**config.mk**
```make
export PLATFORM = sky130hd
export DESIGN_NAME = motion_onset_offset_detector_top
export DESIGN_NICKNAME = d
export VERILOG_FILES = /design/src/hdl/mood_pkg.sv /design/src/hdl/mood_isqrt.sv /design/src/hdl/mood_dir.sv /design/src/hdl/motion_onset_offset_detector_top.sv
export SDC_FILE = /design/constraint.sdc
export NUM_CORES = 2
export LEC_CHECK = 0
export ABC_AREA = 1
export BUFFER_PORTS_ARGS = -buffer_cell sky130_fd_sc_hd__buf_2
export CORE_MARGIN = 3
export CORE_UTILIZATION = 30
export DETAILED_ROUTE_END_ITERATION = 6
export HOLD_SLACK_MARGIN = 0.02
export SETUP_SLACK_MARGIN = 0.3
export SKIP_LAST_GASP = 1
export SLEW_MARGIN = 5
export SYNTH_ARGS = -nofsm -noshare
export SYNTH_HDL_FRONTEND = slang
export SYNTH_SLANG_ARGS = --single-unit
```
**constraint.sdc**
```tcl
create_clock -name clk -period 31.1 [get_ports clk]
set_input_delay 6.22 -clock clk [delete_from_list [all_inputs] [get_ports clk]]
set_output_delay 6.22 -clock clk [all_outputs]
set_load 0.03 [all_outputs]
```
**src/hdl/mood_pkg.sv**
```systemverilog
// Shared types and constants of the motion onset/offset detector.
// No dependencies; imported by the sequencer top level and the direction unit.
package mood_pkg;

  // Sequencer states of the top level
  typedef enum logic [3:0] {
    ST_IDLE,
    ST_DIFF,
    ST_SQ,
    ST_THR,
    ST_DECIDE,
    ST_DSTART,
    ST_DWAIT,
    ST_LEN,
    ST_RSTART,
    ST_RWAIT,
    ST_OUT
  } mood_state_t;

  // Configuration register indexes
  localparam logic [1:0] CFG_MOVE_THR  = 2'd0;
  localparam logic [1:0] CFG_START_CNT = 2'd1;
  localparam logic [1:0] CFG_STOP_CNT  = 2'd2;
  localparam logic [1:0] CFG_GRAVITY   = 2'd3;

  // Register reset values
  localparam logic [15:0] MOVE_THR_RST  = 16'd26;
  localparam logic [7:0]  START_CNT_RST = 8'd20;
  localparam logic [9:0]  STOP_CNT_RST  = 10'd60;
  localparam logic [15:0] GRAVITY_RST   = 16'd2509;

  // Input item kinds
  localparam logic MODE_RESTART = 1'b1;

  // Run counter ceilings
  localparam logic [8:0]  MOVING_RUN_MAX = 9'd511;
  localparam logic [10:0] QUIET_RUN_MAX  = 11'd2047;

  // Direction unit: working width of the signed products, quotient width
  localparam int DIR_W = 70;
  localparam int Q_W   = 15;

endpackage

```
**src/hdl/mood_isqrt.sv**
```systemverilog
// Iterative integer square root, one restoring step per cycle.
// Stand-alone; used by the top level for the sample length.
module mood_isqrt (
  input  logic        clk,
  input  logic        rst_n,
  input  logic        start,
  input  logic [31:0] n_in,
  output logic        done,
  output logic [15:0] root,
  output logic [16:0] rem
);

  logic        busy_r;
  logic        done_r;
  logic [3:0]  cnt_r;
  logic [31:0] n_r;
  logic [31:0] r_r;
  logic [31:0] bit_r;
  logic [32:0] trial;

  assign trial = {1'b0, r_r} + {1'b0, bit_r};

  always_ff @(posedge clk) begin
    if (!rst_n) begin
      busy_r <= 1'b0;
      done_r <= 1'b0;
    end else begin
      done_r <= 1'b0;
      if (start) begin
        busy_r <= 1'b1;
        cnt_r  <= 4'd15;
        n_r    <= n_in;
        r_r    <= '0;
        bit_r  <= 32'h4000_0000;
      end else if (busy_r) begin
        if ({1'b0, n_r} >= trial) begin
          n_r <= n_r - trial[31:0];
          r_r <= (r_r >> 1) + bit_r;
        end else begin
          r_r <= r_r >> 1;
        end
        bit_r <= bit_r >> 2;
        if (cnt_r == 4'd0) begin
          busy_r <= 1'b0;
          done_r <= 1'b1;
        end else begin
          cnt_r <= cnt_r - 4'd1;
        end
      end
    end
  end

  assign done = done_r;
  assign root = r_r[15:0];
  assign rem  = n_r[16:0];

endmodule

```
**src/hdl/mood_dir.sv**
```systemverilog
// Iterative rounded unit-vector component: q = round(16384 * a / sqrt(s)).
// Uses mood_pkg; one quotient bit per cycle from incrementally shifted products.
module mood_dir (
  input  logic                 clk,
  input  logic                 rst_n,
  input  logic                 start,
  input  logic [33:0]          s_in,
  input  logic [31:0]          a2_in,
  output logic                 done,
  output logic [mood_pkg::Q_W-1:0] q
);
  import mood_pkg::*;

  // P = (2q-1)^2 * s, mk = (2q-1)*s << (k+2), sk = s << (2k+2)
  logic                    busy_r;
  logic                    done_r;
  logic [3:0]              k_r;
  logic signed [DIR_W-1:0] p_r;
  logic signed [DIR_W-1:0] mk_r;
  logic signed [DIR_W-1:0] sk_r;
  logic signed [DIR_W-1:0] t_r;
  logic [Q_W-1:0]          q_r;
  logic signed [DIR_W-1:0] p_cand;
  logic                    take;
  logic signed [DIR_W-1:0] s_ext;

  assign s_ext  = signed'({{(DIR_W-34){1'b0}}, s_in});
  assign p_cand = p_r + mk_r + sk_r;
  assign take   = (p_cand <= t_r);

  always_ff @(posedge clk) begin
    if (!rst_n) begin
      busy_r <= 1'b0;
      done_r <= 1'b0;
    end else begin
      done_r <= 1'b0;
      if (start) begin
        busy_r <= 1'b1;
        k_r    <= 4'(Q_W - 1);
        p_r    <= s_ext;
        mk_r   <= -(s_ext <<< 16);
        sk_r   <= s_ext <<< 30;
        t_r    <= signed'({{(DIR_W-62){1'b0}}, a2_in, 30'b0});
        q_r    <= '0;
      end else if (busy_r) begin
        if (take) begin
          p_r      <= p_cand;
          mk_r     <= (mk_r >>> 1) + sk_r;
          q_r[k_r] <= 1'b1;
        end else begin
          mk_r <= mk_r >>> 1;
        end
        sk_r <= sk_r >>> 2;
        if (k_r == 4'd0) begin
          busy_r <= 1'b0;
          done_r <= 1'b1;
        end else begin
          k_r <= k_r - 4'd1;
        end
      end
    end
  end

  assign done = done_r;
  assign q    = q_r;

endmodule

```
**src/hdl/motion_onset_offset_detector_top.sv**
```systemverilog
// Motion onset/offset detector: sequencer, shared 16x16 multiplier, state.
// Depends on mood_pkg, mood_dir and mood_isqrt.
//
// Each item carries a 3-axis Q8.8 sample (or a restart, mode = 1) and yields
// exactly one result item. The first sample after reset or restart only sets
// the reference. Until motion starts, a sample whose distance from the
// reference exceeds move_threshold replaces the reference and extends the
// moving run; more than start_count such samples in a row mark the onset.
// After onset every sample produces a feature (the sample, its unit
// difference vector in Q1.14 and |length - gravity_level| in Q8.8) until
// more than stop_count quiet samples in a row mark the end; from then on
// results carry motion_finished and no feature. One 16x16 multiplier forms
// all squares under a small sequencer, so the block takes one item at a time.
// Restart, first and post-motion items go straight to the output state; pre-onset
// samples pass the difference, squaring, threshold and decide states; feature
// samples add three 15-step divisions (mood_dir) and a 16-step root (mood_isqrt).
// A finished result sits in the output register, so the next item can be
// accepted while it waits for out_tready.
module motion_onset_offset_detector_top (
  input  logic          clk,
  input  logic          rst_n,
  // configuration write port
  input  logic          cfg_we,
  input  logic [1:0]    cfg_addr,
  input  logic [15:0]   cfg_wdata,
  // input channel
  input  logic          in_tvalid,
  output logic          in_tready,
  input  logic [47:0]   in_tdata,   // accel_x, accel_y, accel_z
  input  logic          in_tuser,   // mode
  // result channel
  output logic          out_tvalid,
  input  logic          out_tready,
  output logic [111:0]  out_tdata,  // sample_x/y/z, direction_x/y/z, gravity_deviation
  output logic [1:0]    out_tuser   // feature_valid, motion_finished
);
  import mood_pkg::*;

  // configuration
  logic [15:0] move_thr_r;
  logic [7:0]  start_cnt_r;
  logic [9:0]  stop_cnt_r;
  logic [15:0] gravity_r;

  // detector state
  logic              have_ref_r;
  logic              started_r;
  logic              stopped_r;
  logic signed [15:0] ref_r [3];
  logic [8:0]        moving_r;
  logic [10:0]       quiet_r;

  // per-item working registers
  mood_state_t       state_r, state_nxt;
  logic signed [15:0] cur_r [3];
  logic [15:0]       a_r [3];
  logic              neg_r [3];
  logic [31:0]       sq_r [3];
  logic [33:0]       acc_r;
  logic [31:0]       thr2_r;
  logic [1:0]        idx_r;

  // result staging
  logic              res_feat_r;
  logic              res_fin_r;
  logic [15:0]       res_smp_r [3];
  logic [15:0]       res_dir_r [3];
  logic [15:0]       res_dev_r;

  // output register
  logic              out_valid_r;
  logic [111:0]      out_data_r;
  logic [1:0]        out_user_r;

  // control
  logic              accept;
  logic              dir_start, dir_done;
  logic [Q_W-1:0]    dir_q;
  logic              rt_start, rt_done;
  logic [15:0]       rt_root;
  logic [16:0]       rt_rem;
  logic              load_out;
  logic [15:0]       mul_a;
  logic [31:0]       prod;
  logic [15:0]       abs_cur;
  logic [8:0]        moving_inc;
  logic [10:0]       quiet_inc;
  logic              is_gt, is_lt;
  logic [16:0]       len;
  logic [16:0]       dev;
  logic [16:0]       diff [3];

  assign in_tready = (state_r == ST_IDLE);
  assign accept    = in_tvalid && in_tready;

  // magnitude of the current sample axis under the index
  assign abs_cur = cur_r[idx_r][15] ? 16'(-cur_r[idx_r]) : cur_r[idx_r];

  // shared multiplier: squares of differences, of the threshold, of sample axes
  always_comb begin
    unique case (state_r)
      ST_SQ:   mul_a = a_r[idx_r];
      ST_THR:  mul_a = move_thr_r;
      ST_LEN:  mul_a = abs_cur;
      default: mul_a = a_r[idx_r];
    endcase
  end
  assign prod = mul_a * mul_a;

  for (genvar g = 0; g < 3; g++) begin : g_diff
    assign diff[g] = {cur_r[g][15], cur_r[g]} - {ref_r[g][15], ref_r[g]};
  end

  assign is_gt      = acc_r > {2'b0, thr2_r};
  assign is_lt      = acc_r < {2'b0, thr2_r};
  assign moving_inc = (moving_r == MOVING_RUN_MAX) ? moving_r : moving_r + 9'd1;
  assign quiet_inc  = (quiet_r == QUIET_RUN_MAX) ? quiet_r : quiet_r + 11'd1;

  // round the length to nearest; the deviation stays below 65536
  assign len = (rt_rem > {1'b0, rt_root}) ? {1'b0, rt_root} + 17'd1 : {1'b0, rt_root};
  assign dev = (len > {1'b0, gravity_r}) ? len - {1'b0, gravity_r}
                                         : {1'b0, gravity_r} - len;

  // next state and strobes
  always_comb begin
    state_nxt = state_r;
    dir_start = 1'b0;
    rt_start  = 1'b0;
    load_out  = 1'b0;
    unique case (state_r)
      ST_IDLE: begin
        if (accept) begin
          if (in_tuser == MODE_RESTART || !have_ref_r || stopped_r) begin
            state_nxt = ST_OUT;
          end else begin
            state_nxt = ST_DIFF;
          end
        end
      end
      ST_DIFF: state_nxt = ST_SQ;
      ST_SQ: begin
        if (idx_r == 2'd2) state_nxt = ST_THR;
      end
      ST_THR: state_nxt = ST_DECIDE;
      ST_DECIDE: begin
        if (!started_r) state_nxt = ST_OUT;
        else if (acc_r != '0) state_nxt = ST_DSTART;
        else state_nxt = ST_LEN;
      end
      ST_DSTART: begin
        dir_start = 1'b1;
        state_nxt = ST_DWAIT;
      end
      ST_DWAIT: begin
        if (dir_done) state_nxt = (idx_r == 2'd2) ? ST_LEN : ST_DSTART;
      end
      ST_LEN: begin
        if (idx_r == 2'd2) state_nxt = ST_RSTART;
      end
      ST_RSTART: begin
        rt_start  = 1'b1;
        state_nxt = ST_RWAIT;
      end
      ST_RWAIT: begin
        if (rt_done) state_nxt = ST_OUT;
      end
      ST_OUT: begin
        if (!out_valid_r || out_tready) begin
          load_out  = 1'b1;
          state_nxt = ST_IDLE;
        end
      end
      default: state_nxt = ST_IDLE;
    endcase
  end

  always_ff @(posedge clk) begin
    if (!rst_n) state_r <= ST_IDLE;
    else        state_r <= state_nxt;
  end

  // configuration writes
  always_ff @(posedge clk) begin
    if (!rst_n) begin
      move_thr_r  <= MOVE_THR_RST;
      start_cnt_r <= START_CNT_RST;
      stop_cnt_r  <= STOP_CNT_RST;
      gravity_r   <= GRAVITY_RST;
    end else if (cfg_we) begin
      unique case (cfg_addr)
        CFG_MOVE_THR:  move_thr_r  <= cfg_wdata;
        CFG_START_CNT: start_cnt_r <= cfg_wdata[7:0];
        CFG_STOP_CNT:  stop_cnt_r  <= cfg_wdata[9:0];
        CFG_GRAVITY:   gravity_r   <= cfg_wdata;
        default:       ;
      endcase
    end
  end

  // detector state
  always_ff @(posedge clk) begin
    if (!rst_n) begin
      have_ref_r <= 1'b0;
      started_r  <= 1'b0;
      stopped_r  <= 1'b0;
      moving_r   <= '0;
      quiet_r    <= '0;
      for (int i = 0; i < 3; i++) ref_r[i] <= '0;
    end else begin
      unique case (state_r)
        ST_IDLE: begin
          if (accept) begin
            if (in_tuser == MODE_RESTART) begin
              // clear everything; registers keep their values
              have_ref_r <= 1'b0;
              started_r  <= 1'b0;
              stopped_r  <= 1'b0;
              moving_r   <= '0;
              quiet_r    <= '0;
              for (int i = 0; i < 3; i++) ref_r[i] <= '0;
            end else if (!have_ref_r) begin
              have_ref_r <= 1'b1;
              for (int i = 0; i < 3; i++) ref_r[i] <= in_tdata[16*i +: 16];
            end
          end
        end
        ST_DECIDE: begin
          if (!started_r) begin
            if (is_gt) begin
              moving_r <= moving_inc;
              for (int i = 0; i < 3; i++) ref_r[i] <= cur_r[i];
              if (moving_inc > {1'b0, start_cnt_r}) started_r <= 1'b1;
            end else begin
              moving_r <= '0;
            end
          end else begin
            if (is_lt) begin
              quiet_r <= quiet_inc;
              if (quiet_inc > {1'b0, stop_cnt_r}) stopped_r <= 1'b1;
            end else begin
              quiet_r <= '0;
            end
            for (int i = 0; i < 3; i++) ref_r[i] <= cur_r[i];
          end
        end
        default: ;
      endcase
    end
  end

  // working datapath and result staging
  always_ff @(posedge clk) begin
    unique case (state_r)
      ST_IDLE: begin
        if (accept) begin
          for (int i = 0; i < 3; i++) begin
            cur_r[i]     <= in_tdata[16*i +: 16];
            res_smp_r[i] <= '0;
            res_dir_r[i] <= '0;
          end
          res_feat_r <= 1'b0;
          res_dev_r  <= '0;
          // only a sample after the end of motion reports it without a feature
          res_fin_r  <= (in_tuser != MODE_RESTART) && have_ref_r && stopped_r;
        end
      end
      ST_DIFF: begin
        for (int i = 0; i < 3; i++) begin
          neg_r[i] <= diff[i][16];
          a_r[i]   <= diff[i][16] ? 16'(-diff[i]) : diff[i][15:0];
        end
        acc_r <= '0;
        idx_r <= 2'd0;
      end
      ST_SQ: begin
        sq_r[idx_r] <= prod;
        acc_r       <= acc_r + {2'b0, prod};
        idx_r       <= idx_r + 2'd1;
      end
      ST_THR: thr2_r <= prod;
      ST_DECIDE: begin
        idx_r <= 2'd0;
        if (started_r) begin
          res_feat_r <= 1'b1;
          res_fin_r  <= stopped_r || (is_lt && (quiet_inc > {1'b0, stop_cnt_r}));
          for (int i = 0; i < 3; i++) res_smp_r[i] <= cur_r[i];
        end
      end
      ST_DWAIT: begin
        if (dir_done) begin
          // apply the sign of the difference
          res_dir_r[idx_r] <= neg_r[idx_r] ? 16'(-{1'b0, dir_q}) : {1'b0, dir_q};
          if (idx_r == 2'd2) begin
            idx_r <= 2'd0;
            acc_r <= '0;
          end else begin
            idx_r <= idx_r + 2'd1;
          end
        end
      end
      ST_LEN: begin
        acc_r <= acc_r + {2'b0, prod};
        idx_r <= idx_r + 2'd1;
      end
      ST_RWAIT: begin
        if (rt_done) res_dev_r <= dev[15:0];
      end
      default: ;
    endcase
  end

  // output register: hold until taken, load on a free slot
  always_ff @(posedge clk) begin
    if (!rst_n) begin
      out_valid_r <= 1'b0;
    end else if (load_out) begin
      out_valid_r <= 1'b1;
    end else if (out_tready) begin
      out_valid_r <= 1'b0;
    end
  end

  always_ff @(posedge clk) begin
    if (load_out) begin
      out_data_r <= {res_dev_r, res_dir_r[2], res_dir_r[1], res_dir_r[0],
                     res_smp_r[2], res_smp_r[1], res_smp_r[0]};
      out_user_r <= {res_fin_r, res_feat_r};
    end
  end

  assign out_tvalid = out_valid_r;
  assign out_tdata  = out_data_r;
  assign out_tuser  = out_user_r;

  mood_dir u_dir (
    .clk   (clk),
    .rst_n (rst_n),
    .start (dir_start),
    .s_in  (acc_r),
    .a2_in (sq_r[idx_r]),
    .done  (dir_done),
    .q     (dir_q)
  );

  mood_isqrt u_isqrt (
    .clk   (clk),
    .rst_n (rst_n),
    .start (rt_start),
    .n_in  (acc_r[31:0]),
    .done  (rt_done),
    .root  (rt_root),
    .rem   (rt_rem)
  );

endmodule
```
==> out/qor.yml <==
dr.first_iter.drc_count: 4592
r2r_end: "acc_r[33]"
cp-start-kind: "flop"
whs_path_depth: 0
fin_crit_ps: 10920
clock_path_buffers: 3
yosysTopAreaCellShare_pct: 38.1
synth.distinct_cells: 66
crit_required_ps: 31660
cts_hold_buf: 0
htree_levels: 3
yosys_warnings: 0
status: "finished, violations left"
rsz0062_at_grt: "no"
finalCoreUtilization_pct: 33.7
syn_avg_cell_area_um2: 8.53
die_y_um: 485
root_buffer: "clkbuf_16"
ant_nets: 0
gp_congestion: 0.968
yosys.area.top_type: "edfxtp_1"
clkTransAtPathRegs_ps: 70
synth_flop_cell: "edfxtp_1"
numCtsBuffers: 105
end_kind: "flop"
routedWlPerCell_um: 18.9
skew_ps: 71.4
synth-edff-count: 873
fmax_mhz: 91.6
drv_cap: 0
ys_ff_latch: 957
drc: 2
hpwl_um: 170000
grtUsageTotal_pct: 17.8
rows: 175
nets: 9068
slowest_delay_ps: 540
grt_overflow: 0
synth_cells: 8064
grt_pass1_wl_um: 329000
min_period_over_period_pct: 35.1
drt_wl_total_um: 214000
dieArea_mm2: 0.235
violations: "design-rule violations"
worstPathMaxFanout: 41
hp-class: "reg -> reg"
clock_latency_ps: 780
ioPinCount: 188
syn-num-nets: 8898
grt_max_degree: 83
port_buffers: 187
dp.cells: 11100
critPathArrivalTime_ps: 11480
min_from: "res_smp_r[0][12]"
min_to: "out_tdata[12]"
antenna_found_initial: 21
crit_top_cell: "a21oi_1"
syn_to_final_growth_pct: 11.6
final_layout_size_suffix_gt1_share_pct: 5.83
core_mm2: 0.228
worst_r2r_path_depth: 44
criticalPathCategory: "reg -> reg"
viasPerCell: 4.94
crit_path_top_delay_cell: "fa_1"
ys_top_cells_by_area: "edfxtp_1 38%, ha_1 9.6%, nand2_1 8.1%, inv_1 7.0%, fa_1 6.8%"
reg2reg_setup_slack_ps: 20180
syn_area_mm2: 0.0688
hold_violations: 0
post_cts_buffers: 0
cts_resized: 0
synthArstFlopShare_pct: 0
grt_pass1_vias: 54900
finalNonFillerCells: 11300
cts.sinks: 957
initial_utilization_pct: 30.2
synth-seq-area-share_pct: 40.6
maxSlewViolCount: 0
vias: 56100
worstMarginPinSlew_ps: 1290
slew_headroom_pct: 13.4
fp.dieW_um: 485
setup_violations: 0
drt_pass1_iterations: 7
tns_ps: 0
cts_tree: "done"
==> logic make-up after synthesis <==
family	count (synthesis)	synth area share, %
XOR/XNOR	355	4.54
multiplexers	1	0.0146
AO/OA/AOI/OAI	1468	11.9
buffers and inverters	1478	8.22
flip-flops	957	40.6
AND/OR/NAND/NOR	3043	18.4
adder cells (fa/ha/maj)	762	16.4
==> layer usage <==
| layer | GRT usage (%) | routed length, um | part of all wire [%] | up-vias |
|---|---|---|---|---|
| met5 | 0 | 139 | 0.065 | - |
| met4 | 5.01 | 6060 | 2.8 | 20 |
| met3 | 2.64 | 14000 | 6.6 | 296 |
| met2 | 28.5 | 95900 | 45 | 1752 |
| met1 | 25.0 | 97700 | 46 | 26800 |
| li1 | - | - | - | 27200 |
==> synthesized netlist by cell type (40+ instances only) <==
cell type / count
o21ai_0: 470
nand3b_1: 68
a31oi_1: 51
nand2_1: 1480
nand3_1: 322
o21a_1: 40
ha_1: 527
nand4_1: 66
nor2_1: 917
dfxtp_1: 84
edfxtp_1: 873
fa_1: 235
inv_1: 1289
nor3_1: 103
o22ai_1: 55
a21oi_1: 644
xor2_1: 234
xnor2_1: 119
a21o_1: 44
clkbuf_1: 122
==> critical path, delay by kind of cell, from the launching register on <==
| kind | cells | cell delay, ps |
|---|---|---|
| adder cells (fa/ha/maj) | 9 | 3490 |
| buffers and inverters | 7 | 1220 |
| flip-flops | 1 | 320 |
| XOR/XNOR | 2 | 670 |
| AND/OR/NAND/NOR | 11 | 1920 |
| AO/OA/AOI/OAI | 15 | 3050 |
==> flip-flops by register name, indices dropped and copies added (netlist names), 64 cells and up, named ones only <==
signal,count
u_dir.sk_r,64
out_tdata,112
u_dir.mk_r,70
u_dir.p_r,70
sq_r,93
==> layout by cell type (no fill, tap or decap), types with 19 or more instances in the layout <==
master | synthesis | final
a21o_1 | 44 | 44
a21oi_1 | 644 | 643
a31oi_1 | 51 | 51
buf_2 | 22 | 187
buf_4 | 1 | 50
clkbuf_16 | 0 | 106
clkinv_1 | 10 | 29
dfxtp_1 | 84 | 84
edfxtp_1 | 873 | 873
fa_1 | 235 | 235
ha_1 | 527 | 527
inv_1 | 1289 | 1285
nand2_1 | 1480 | 1478
nand3_1 | 322 | 320
nand3b_1 | 68 | 68
nand4_1 | 66 | 66
nor2_1 | 917 | 909
nor3_1 | 103 | 103
nor4_1 | 27 | 26
o211ai_1 | 29 | 29
o21a_1 | 40 | 40
o21ai_0 | 470 | 469
o21bai_1 | 32 | 32
o22ai_1 | 55 | 55
o31ai_1 | 19 | 19
xnor2_1 | 119 | 119
xor2_1 | 234 | 234
==> through the flow <==
stage | hold WS, ps | instance area [um2] | worst slack [ps]
floorplan | 400 | 68800 | 13210
global placement | 403 | 73200 | 20270
detailed placement | 405 | 73200 | 20130
CTS | 416 | 76700 | 20280
global route | 425 | 76700 | 19350
finish | 416 | 76800 | 20180
==> area by class of cell <==
cell class              instances  area [um2]
flip-flops and latches        957       27900
multi-input cells            5629       35300
well taps                    3009        3760
fillers                     23600      151000
inverters                    1304        4900
diodes                         12        30.0
repair buffers                237        1310
clock inverters                77         836
clock buffers                 117        2700
==> how the worst max path moves through the flow <==
stage / start / endpoint / slack (ps)
6_report: flop / acc_r[33] / 20180
5_1_grt: flop / acc_r[33] / 19350
4_1_cts: flop / acc_r[33] / 20280
3_5_place_dp: rst_n / u_dir.mk_r[68] / 20130
3_3_place_gp: rst_n / u_dir.sk_r[62] / 20270
2_1_floorplan: out_tready / out_tdata[0] / 13210
Power is left out: the tool's default activity adds up to more than one toggle a clock period on the data nets, which glitch-free logic cannot reach.
